`src/assert_macros.svh`:
```
// assertion macros shared by the allocator rtl
`ifndef ASSERT_MACROS_SVH
`define ASSERT_MACROS_SVH

// clocked property with asynchronous active-low reset disable
`define SAL_ASSERT(lbl, clk, rst_n, prop) \
  lbl: assert property (@(posedge clk) disable iff (!rst_n) (prop)) \
    else $error("sal assertion failed");

// same, with a caller-supplied message
`define SAL_ASSERT_MSG(lbl, clk, rst_n, prop, msg) \
  lbl: assert property (@(posedge clk) disable iff (!rst_n) (prop)) \
    else $error(msg);

`endif

```
`src/sal_pkg.sv`:
```
// package for the lifo stack allocator: sizes, codes and payload types
package sal_pkg;

  localparam int unsigned HEADER_BYTES = 1;
  localparam int unsigned MAX_LIVE     = 64;

  localparam int unsigned ADDR_W    = 32;
  localparam int unsigned BYTES_W   = 25;
  localparam int unsigned ALIGN_W   = 3;
  localparam int unsigned PAD_W     = 8;
  localparam int unsigned ACC_W     = ADDR_W + 1;
  localparam int unsigned LIVE_W    = $clog2(MAX_LIVE + 1);
  localparam int unsigned IDX_W     = $clog2(MAX_LIVE);
  localparam int unsigned RAM_W     = PAD_W + ADDR_W;
  localparam int unsigned CFG_IDX_W = 2;

  localparam logic [CFG_IDX_W-1:0] CFG_POOL_BASE  = CFG_IDX_W'(0);
  localparam logic [CFG_IDX_W-1:0] CFG_POOL_BYTES = CFG_IDX_W'(1);

  localparam logic [BYTES_W-1:0] POOL_BYTES_RST = BYTES_W'(24'hFFFFFF) + BYTES_W'(1);

  typedef enum logic [0:0] {
    OP_ALLOC,
    OP_FREE
  } op_e;

  typedef enum logic [1:0] {
    STAT_OK,
    STAT_NO_MEM,
    STAT_BAD_FREE,
    STAT_FULL
  } status_e;

  typedef enum logic [3:0] {
    ST_IDLE,
    ST_PAD,
    ST_GRANT,
    ST_SUM1,
    ST_SUM2,
    ST_TOP,
    ST_FCHK,
    ST_FUSED,
    ST_FPAD,
    ST_FTOP,
    ST_DONE
  } sal_state_e;

  typedef struct packed {
    op_e                operation;
    logic [BYTES_W-1:0] request_bytes;
    logic [ALIGN_W-1:0] align_log2;
    logic [ADDR_W-1:0]  free_address;
  } cmd_t;

  typedef struct packed {
    logic [ADDR_W-1:0]  block_address;
    status_e            status;
    logic [BYTES_W-1:0] bytes_in_use;
    logic [LIVE_W-1:0]  live_blocks;
  } result_t;

endpackage

```
`src/stack_allocator_lifo_core.sv`:
```
// lifo stack allocator with alignment header: sequencer, shared adder and stack ram
//
// A command is taken when start_i is high and busy_o is low; busy_o stays high until the
// result has been shown. Each command gives exactly one result, held on result_o for the
// single cycle in which done_o is high; the receiver cannot stall it, so it must take it
// then. The address and byte sums go through one 33-bit add/subtract unit, one operation
// a cycle: an allocate steps through ST_PAD, ST_GRANT, ST_SUM1, ST_SUM2 and ST_TOP (room
// check), a free through ST_FCHK, ST_FUSED, ST_FPAD and ST_FTOP, a free that does not
// match the top of the stack stops after ST_FCHK, and an allocate on a full stack or a
// free on an empty one goes straight to ST_DONE. The stack of grants and paddings lives
// in a ram read when a free is taken and checked in ST_FCHK. Configuration transfers are
// taken only while the block is idle and start_i is low.
`include "assert_macros.svh"

module stack_allocator_lifo_core (
  input  logic                                 clk_i,
  input  logic                                 rst_ni,
  input  logic                                 start_i,
  output logic                                 busy_o,
  input  sal_pkg::cmd_t                        command_i,
  output logic                                 done_o,
  output sal_pkg::result_t                     result_o,
  input  logic                                 cfg_valid_i,
  output logic                                 cfg_ready_o,
  input  logic [sal_pkg::CFG_IDX_W-1:0]        cfg_index_i,
  input  logic [sal_pkg::ADDR_W-1:0]           cfg_data_i
);

  import sal_pkg::*;

  sal_state_e state_q, state_d;

  logic [ADDR_W-1:0]  top_q, top_d;
  logic [BYTES_W-1:0] used_q, used_d;
  logic [LIVE_W-1:0]  live_q, live_d;
  logic [ADDR_W-1:0]  base_q, base_d;
  logic [BYTES_W-1:0] pool_q, pool_d;

  op_e                op_q;
  logic [BYTES_W-1:0] req_q;
  logic [ALIGN_W-1:0] alog_q;
  logic [ADDR_W-1:0]  faddr_q;
  logic [PAD_W-1:0]   pad_q, pad_d;
  logic [ADDR_W-1:0]  grant_q, grant_d;
  logic [ACC_W-1:0]   acc_q, acc_d;
  result_t            res_q, res_d;

  logic               accept;
  logic               cfg_we;
  logic               is_full;
  logic               is_empty;

  logic [ACC_W-1:0]   add_a, add_b, add_sum;
  logic               add_sub;

  logic [PAD_W:0]     align_w, mask_w, low_w, pad0_w, need_w, pad_w;

  logic               ram_we, ram_re;
  logic [RAM_W-1:0]   ram_wdata, ram_rdata;
  logic [LIVE_W-1:0]  live_m1;
  logic [ADDR_W-1:0]  rd_grant;
  logic [PAD_W-1:0]   rd_pad;

  assign busy_o      = (state_q != ST_IDLE);
  assign done_o      = (state_q == ST_DONE);
  assign result_o    = res_q;
  assign cfg_ready_o = (state_q == ST_IDLE) && !start_i;
  assign accept      = start_i && !busy_o;
  assign cfg_we      = cfg_valid_i && cfg_ready_o;
  assign is_full     = (live_q >= LIVE_W'(MAX_LIVE));
  assign is_empty    = (live_q == '0);
  assign live_m1     = live_q - LIVE_W'(1);
  assign rd_grant    = ram_rdata[ADDR_W-1:0];
  assign rd_pad      = ram_rdata[ADDR_W +: PAD_W];
  assign ram_wdata   = {pad_q, grant_q};

  // padding to next aligned address, grown to leave room for the header
  always_comb begin
    align_w = (PAD_W+1)'(1) << alog_q;
    mask_w  = align_w - (PAD_W+1)'(1);
    low_w   = (PAD_W+1)'(top_q[PAD_W-1:0]) & mask_w;
    pad0_w  = (align_w - low_w) & mask_w;
    need_w  = (PAD_W+1)'(HEADER_BYTES) - pad0_w;
    pad_w   = pad0_w;
    if (pad0_w < (PAD_W+1)'(HEADER_BYTES)) begin
      pad_w = pad0_w + (((need_w + mask_w) >> alog_q) << alog_q);
    end
  end

  // shared add/subtract unit
  always_comb begin
    add_a   = '0;
    add_b   = '0;
    add_sub = 1'b0;
    case (state_q)
      ST_GRANT: begin
        add_a = ACC_W'(top_q);
        add_b = ACC_W'(pad_q);
      end
      ST_SUM1: begin
        add_a = ACC_W'(used_q);
        add_b = ACC_W'(pad_q);
      end
      ST_SUM2: begin
        add_a = acc_q;
        add_b = ACC_W'(req_q);
      end
      ST_TOP: begin
        add_a = ACC_W'(grant_q);
        add_b = ACC_W'(req_q);
      end
      ST_FCHK: begin
        add_a   = ACC_W'(top_q);
        add_b   = ACC_W'(faddr_q);
        add_sub = 1'b1;
      end
      ST_FUSED: begin
        add_a   = ACC_W'(used_q);
        add_b   = acc_q;
        add_sub = 1'b1;
      end
      ST_FPAD: begin
        add_a   = acc_q;
        add_b   = ACC_W'(pad_q);
        add_sub = 1'b1;
      end
      ST_FTOP: begin
        add_a   = ACC_W'(faddr_q);
        add_b   = ACC_W'(pad_q);
        add_sub = 1'b1;
      end
      default: ;
    endcase
    add_sum = add_sub ? (add_a + ~add_b + ACC_W'(1)) : (add_a + add_b);
  end

  // next state
  always_comb begin
    state_d = state_q;
    case (state_q)
      ST_IDLE: begin
        if (accept) begin
          if (command_i.operation == OP_FREE) begin
            state_d = is_empty ? ST_DONE : ST_FCHK;
          end else begin
            state_d = is_full ? ST_DONE : ST_PAD;
          end
        end
      end
      ST_PAD:   state_d = ST_GRANT;
      ST_GRANT: state_d = ST_SUM1;
      ST_SUM1:  state_d = ST_SUM2;
      ST_SUM2:  state_d = ST_TOP;
      ST_TOP:   state_d = ST_DONE;
      ST_FCHK:  state_d = (rd_grant != faddr_q) ? ST_DONE : ST_FUSED;
      ST_FUSED: state_d = ST_FPAD;
      ST_FPAD:  state_d = ST_FTOP;
      ST_FTOP:  state_d = ST_DONE;
      ST_DONE:  state_d = ST_IDLE;
      default:  state_d = ST_IDLE;
    endcase
  end

  // datapath and outputs
  always_comb begin
    top_d   = top_q;
    used_d  = used_q;
    live_d  = live_q;
    base_d  = base_q;
    pool_d  = pool_q;
    pad_d   = pad_q;
    grant_d = grant_q;
    acc_d   = acc_q;
    res_d   = res_q;
    ram_we  = 1'b0;
    ram_re  = 1'b0;

    if (cfg_we) begin
      case (cfg_index_i)
        CFG_POOL_BASE: begin
          base_d = cfg_data_i;
          if (is_empty) begin
            top_d  = cfg_data_i;
            used_d = '0;
          end
        end
        CFG_POOL_BYTES: pool_d = cfg_data_i[BYTES_W-1:0];
        default: ;
      endcase
    end

    case (state_q)
      ST_IDLE: begin
        if (accept) begin
          res_d.block_address = '0;
          res_d.bytes_in_use  = used_q;
          res_d.live_blocks   = live_q;
          if (command_i.operation == OP_FREE) begin
            ram_re       = 1'b1;
            res_d.status = STAT_BAD_FREE;
          end else begin
            res_d.status = STAT_FULL;
          end
        end
      end
      ST_PAD:   pad_d   = pad_w[PAD_W-1:0];
      ST_GRANT: grant_d = add_sum[ADDR_W-1:0];
      ST_SUM1:  acc_d   = add_sum;
      ST_SUM2:  acc_d   = add_sum;
      ST_TOP: begin
        if (acc_q > ACC_W'(pool_q)) begin
          res_d.status = STAT_NO_MEM;
        end else begin
          top_d               = add_sum[ADDR_W-1:0];
          used_d              = acc_q[BYTES_W-1:0];
          live_d              = live_q + LIVE_W'(1);
          ram_we              = 1'b1;
          res_d.block_address = grant_q;
          res_d.status        = STAT_OK;
          res_d.bytes_in_use  = acc_q[BYTES_W-1:0];
          res_d.live_blocks   = live_q + LIVE_W'(1);
        end
      end
      ST_FCHK: begin
        pad_d = rd_pad;
        acc_d = add_sum;
      end
      ST_FUSED: acc_d = add_sum;
      ST_FPAD:  acc_d = add_sum;
      ST_FTOP: begin
        top_d              = add_sum[ADDR_W-1:0];
        used_d             = acc_q[BYTES_W-1:0];
        live_d             = live_m1;
        res_d.status       = STAT_OK;
        res_d.bytes_in_use = acc_q[BYTES_W-1:0];
        res_d.live_blocks  = live_m1;
      end
      default: ;
    endcase
  end

  always_ff @(posedge clk_i or negedge rst_ni) begin
    if (!rst_ni) begin
      state_q <= ST_IDLE;
      top_q   <= '0;
      used_q  <= '0;
      live_q  <= '0;
      base_q  <= '0;
      pool_q  <= POOL_BYTES_RST;
    end else begin
      state_q <= state_d;
      top_q   <= top_d;
      used_q  <= used_d;
      live_q  <= live_d;
      base_q  <= base_d;
      pool_q  <= pool_d;
    end
  end

  always_ff @(posedge clk_i) begin
    if (accept) begin
      op_q    <= command_i.operation;
      req_q   <= command_i.request_bytes;
      alog_q  <= command_i.align_log2;
      faddr_q <= command_i.free_address;
    end
    pad_q   <= pad_d;
    grant_q <= grant_d;
    acc_q   <= acc_d;
    res_q   <= res_d;
  end

  sal_ram #(
    .WIDTH (RAM_W),
    .DEPTH (MAX_LIVE)
  ) u_stack_ram (
    .clk_i   (clk_i),
    .we_i    (ram_we),
    .waddr_i (live_q[IDX_W-1:0]),
    .wdata_i (ram_wdata),
    .re_i    (ram_re),
    .raddr_i (live_m1[IDX_W-1:0]),
    .rdata_o (ram_rdata)
  );

  `SAL_ASSERT(a_live_bounded, clk_i, rst_ni, live_q <= LIVE_W'(MAX_LIVE))
  `SAL_ASSERT(a_accept_busy, clk_i, rst_ni, accept |=> busy_o)
  `SAL_ASSERT(a_done_single, clk_i, rst_ni, done_o |=> !done_o && !busy_o)
  `SAL_ASSERT_MSG(a_live_commit, clk_i, rst_ni,
    (live_q != $past(live_q)) |-> ($past(state_q == ST_TOP) || $past(state_q == ST_FTOP)),
    "live count changed outside a commit")
  `SAL_ASSERT_MSG(a_alloc_op, clk_i, rst_ni,
    (state_q == ST_TOP) |-> (op_q == OP_ALLOC),
    "allocate path entered for a free")

endmodule

```
`src/sal_ram.sv`:
```
// generic single write port, single read port ram with registered read
module sal_ram #(
  parameter int unsigned WIDTH = 8,
  parameter int unsigned DEPTH = 64
) (
  input  logic                     clk_i,
  input  logic                     we_i,
  input  logic [$clog2(DEPTH)-1:0] waddr_i,
  input  logic [WIDTH-1:0]         wdata_i,
  input  logic                     re_i,
  input  logic [$clog2(DEPTH)-1:0] raddr_i,
  output logic [WIDTH-1:0]         rdata_o
);

  logic [WIDTH-1:0] mem_q [DEPTH];
  logic [WIDTH-1:0] rdata_q;

  always_ff @(posedge clk_i) begin
    if (we_i) begin
      mem_q[waddr_i] <= wdata_i;
    end
    if (re_i) begin
      rdata_q <= mem_q[raddr_i];
    end
  end

  assign rdata_o = rdata_q;

endmodule
```
`config.mk`:
```
export PLATFORM = sky130hd
export DESIGN_NAME = stack_allocator_lifo_core
export DESIGN_NICKNAME = d
export VERILOG_FILES = /design/src/sal_pkg.sv /design/src/stack_allocator_lifo_core.sv /design/src/sal_ram.sv
export VERILOG_INCLUDE_DIRS = /design/src /design/src/src
export SDC_FILE = /design/constraint.sdc
export NUM_CORES = 2
export LEC_CHECK = 0
export BUFFER_PORTS_ARGS = -buffer_cell sky130_fd_sc_hd__buf_2
export CAP_MARGIN = 20
export CORE_ASPECT_RATIO = 1.2
export CORE_UTILIZATION = 50
export CTS_CLUSTER_DIAMETER = 60
export DETAILED_ROUTE_END_ITERATION = 6
export GPL_TIMING_DRIVEN = 1
export PLACE_DENSITY = 0.66
export RECOVER_POWER = 100
export SYNTH_ARGS = -nofsm -noshare
export SYNTH_HDL_FRONTEND = slang
export SYNTH_SLANG_ARGS = --single-unit
export TNS_END_PERCENT = 5
```
`constraint.sdc`:
```
create_clock -name clk_i -period 14.6 [get_ports clk_i]
set_input_delay 3.65 -clock clk_i [delete_from_list [all_inputs] [get_ports clk_i]]
set_output_delay 3.65 -clock clk_i [all_outputs]
set_load 0.05 [all_outputs]
```
==> results <==
- The flow ran to the end, but the final reports show violations.
- The checks that failed: DRC, capacitance limit, slew limit.
- The relative slew slack is -156%.
- The critical path endpoint category is a flop.
- Across the run, the number of max-cap violations was 140.
- Averaged over all synthesized cells, the footprint is 20.8 µm².
- STA classifies the critical path startpoint as a flop.
- The number of setup violations in the final report is 0.
- The number of detailed-route iterations in the first pass is 7.
- Gates resized during post-CTS repair numbered 0.
- The via-per-instance ratio is 6.24.
- Clock skew on the completed layout was measured at 0.0403 ns.
- The insertion delay to the later sink of the worst-skew pair is 0.84 ns.
- Timing would allow up to 93.2 MHz.
- The cell sitting at the root of the clock tree is a clkbuf_16.
- The proportion of register bits with asynchronous set or reset after synthesis is 3.22%.
- After clock tree synthesis, the flow added hold-fix buffers numbering 0.
- Relative to the synthesized area, the layout overhead comes to 11.3%.
- The power density over cell area is 233 nW/µm².
- The maximum clock path buffer count is 4.
- The I/O pin total is 168.
- The worst-case IR drop observed on VDD is 0.349 mV.
- At the pin with the least slew margin, the transition time is 3.85 ns.
- The data arrival at the endpoint of the critical path is 11.13 ns.
- Yosys printed 0 warnings.
- From bottom edge to top edge, the die measures 530 µm.
- The core region is 231,000 µm².
- Summed over all layers, the routed wires come to 282,000 µm.
- The level count of the clock H-tree is 5.
- Of the cells placed in the final design, the portion with a size suffix greater than 1 is 23.7%.
- The unique cell type count in the Yosys netlist is 90.
- Across every metal layer, demand over resource in global routing totals 23.9%.
- In this run, the number of DRC markers left after iteration 0 of detailed routing was 6,282.
- The number of failing hold endpoints at the final stage was 0.
- The sequential share of the synthesized area is 74.2%.
- The netlist area before placement is 116,000 µm².
- The min-delay analysis places its worst path in the category reg2reg.
- From left edge to right edge, the die measures 442 µm.
- The placed wire-length estimate after detailed placement is 163,000 µm.
- During placement, the flow inserted port buffers numbering 167.
- After clock tree synthesis, the setup repair step added 0 buffers.
- After clock tree synthesis, the clock-pin slew on the worst setup and hold paths is 0.06 ns.
- The via count of the first global-routing pass is 57,800.
- The critical path class is reg2reg.
- For the worst setup path, the data required time is 15.00 ns.
- After synthesis the netlist holds a flip-flop and latch count of 2,892.
- Summed over all cells, the static leakage comes to 41.4 nW.
- The number of standard-cell rows in the floorplan is 193.
- The count of placed standard cells in the final layout, fillers left out is 9,152.
- The total via count in the routed design is 57,100.
- The clock tree from TritonCTS is done.
- The number of flops mapped to enable cells by yosys is 2,799.
- The post-detailed-route count of antenna-violating nets is 0.
- The initial antenna violation count was 20.
- The library cell used most frequently in the layout, excluding fill and tap cells, is edfxtp_1.
- Dividing the detail-routed wire length by the instance count gives 30.8 µm.
- The final standard cell area without fillers is 129,000 µm².
- In the layout the commonest cells are 2,799 x edfxtp_1, 840 x mux4_2, 290 x nand2_1.
- Routability-driven placement finished with a final weighted congestion of 0.917.
- The initial core utilization is 50.4%.
- The synthesized instance count is 5,600.
- The total count of max-transition violations in the final report is 6,217.
- The total power of the final layout is 30.1 mW.
- The worst path in the final design needs a cycle of 10.73 ns, including I/O delays and setup.
- The number of buffers added by the clock tree synthesis step is 277.
- Counting every sink on the clock net gives 2,892.
- Measured on the finished design, the core utilization comes to 56.1%.
- In this run the cell area measured after placement is 122,000 µm².
- The largest net degree at the start of global routing is 147.
- The period utilization is 73.5%.
- In the routed design, unresolved DRC markers number 3.
- The cell total after placement is 8,660.
- In the final design database the tool counted 6,128 nets.
- The top fanout value on the critical path is 47.
- The overall die area is 235,000 µm².
- Setup repair after global routing left no endpoint under its margin.
- The global-route wire length before repair is 406,000 µm.
- The aggregate negative setup slack is 0 ns.
- In the synthesized netlist the dominant register cell turns out to be edfxtp_1.
- The aggregate global routing overflow is 0.
==> path summary, 6_finish.rpt <==
check                                      endpoint       start  slack (ns)  cells after the start
setup / recovery           u_stack_ram.mem_q[54][6]  state_q[0]        3.87                      9
hold / removal                           pool_q[23]  pool_q[23]        0.51                      1
setup reg to reg           u_stack_ram.mem_q[54][6]  state_q[0]        3.87                      9
hold reg to reg                          pool_q[23]  pool_q[23]        0.51                      1
max in group asynchronous                state_q[1]      rst_ni        6.51                      2
min in group asynchronous                pool_q[22]      rst_ni        3.32                      1
==> Yosys cell counts (all sizes together) (7+ instances only) <==
cell / count / area, µm²
o21bai: 14 / 105
xor2: 16 / 148
or4: 9 / 75.1
mux4: 840 / 18900
a22oi: 29 / 218
ha: 107 / 1340
o21ai: 124 / 624
edfxtp: 2799 / 84100
o21a: 8 / 60.1
nand2b: 48 / 300
clkbuf: 152 / 571
a211oi: 22 / 165
a22o: 9 / 78.8
nor2: 177 / 684
a211o: 11 / 96.3
or2: 9 / 56.3
o22ai: 7 / 57.6
mux2: 34 / 383
a21o: 27 / 203
a31oi: 8 / 65.1
nand2: 290 / 1090
nand3b: 7 / 52.6
buf: 135 / 662
a21oi: 134 / 671
inv: 112 / 420
nor3: 28 / 155
nand3: 47 / 240
nor2b: 19 / 119
o211ai: 12 / 90.1
mux2i: 45 / 450
nand4: 16 / 100
nor4: 12 / 96.3
dfrtp: 92 / 2300
and2: 35 / 219
or3: 11 / 68.8
xnor2: 74 / 648
==> per-layer routing <==
layer | track usage [%] | part of all wire, % | vias up
li1 | - | - | 23700
met1 | 32.3 | 39 | 30600
met2 | 40.6 | 51 | 2406
met3 | 3.44 | 7.1 | 428
met4 | 7.36 | 2.9 | 0
met5 | 0 | 0 | -
==> stage by stage <==
| stage | hold WS (ns) | setup WS (ns) |
|---|---|---|
| final | 0.506 | 3.87 |
| after global routing | 0.516 | 3.36 |
| after CTS | 0.505 | 6.69 |
| after detailed placement | 0.493 | 6.69 |
| after global placement | 0.490 | 6.69 |
| after floorplan | 0.479 | 6.59 |
==> worst max-delay path: stages, from the launching register on <==
cell and delay (ns):
dfrtp_2 0.34, clkbuf_1 2.35, nand2b_1 0.55, nor2_1 0.55, clkbuf_1 1.26, nand2_1 0.48
nor2_1 0.32, nand3_1 0.81, nor2_1 2.15, clkbuf_1 1.45
==> cell type report <==
| class | count | area, µm² |
|---|---|---|
| clock buffers | 349 | 7530 |
| clock inverters | 130 | 1140 |
| flip-flops and latches | 2892 | 86400 |
| multi-input cells | 2310 | 28700 |
| fillers | 17100 | 101000 |
| inverters | 112 | 420 |
| repair buffers | 325 | 1530 |
| well taps | 3022 | 3780 |
| diodes | 12 | 30.0 |
==> where the power goes <==
group | internal (mW) | switching, mW
registers | 11.0 | 0.364
clock network | 4.00 | 2.97
logic | 4.97 | 6.87
total | 19.9 | 10.2
==> registers in the layout, indices dropped and copies added, names as in the netlist <==
signal / flops
u_stack_ram.mem_q: 2560
u_stack_ram.rdata_o: 40
grant_q: 32
result_o: 66
alog_q: 3
req_q: 25
pool_q: 25
state_q: 4
acc_q: 33
used_q: 25
pad_q: 8
live_q: 7
top_q: 32
faddr_q: 32
==> cell families after synthesis <==
family	synth area share, %
AOI/OAI and AO/OA	2.52
xor gates and xnor gates	0.684
adders and majority gates	1.22
buffers and inverters	1.42
DFF	74.2
muxes	17.0
other	0.00645
and+or+nand+nor	2.93
Note: power is estimated with default switching activity, not from simulation.
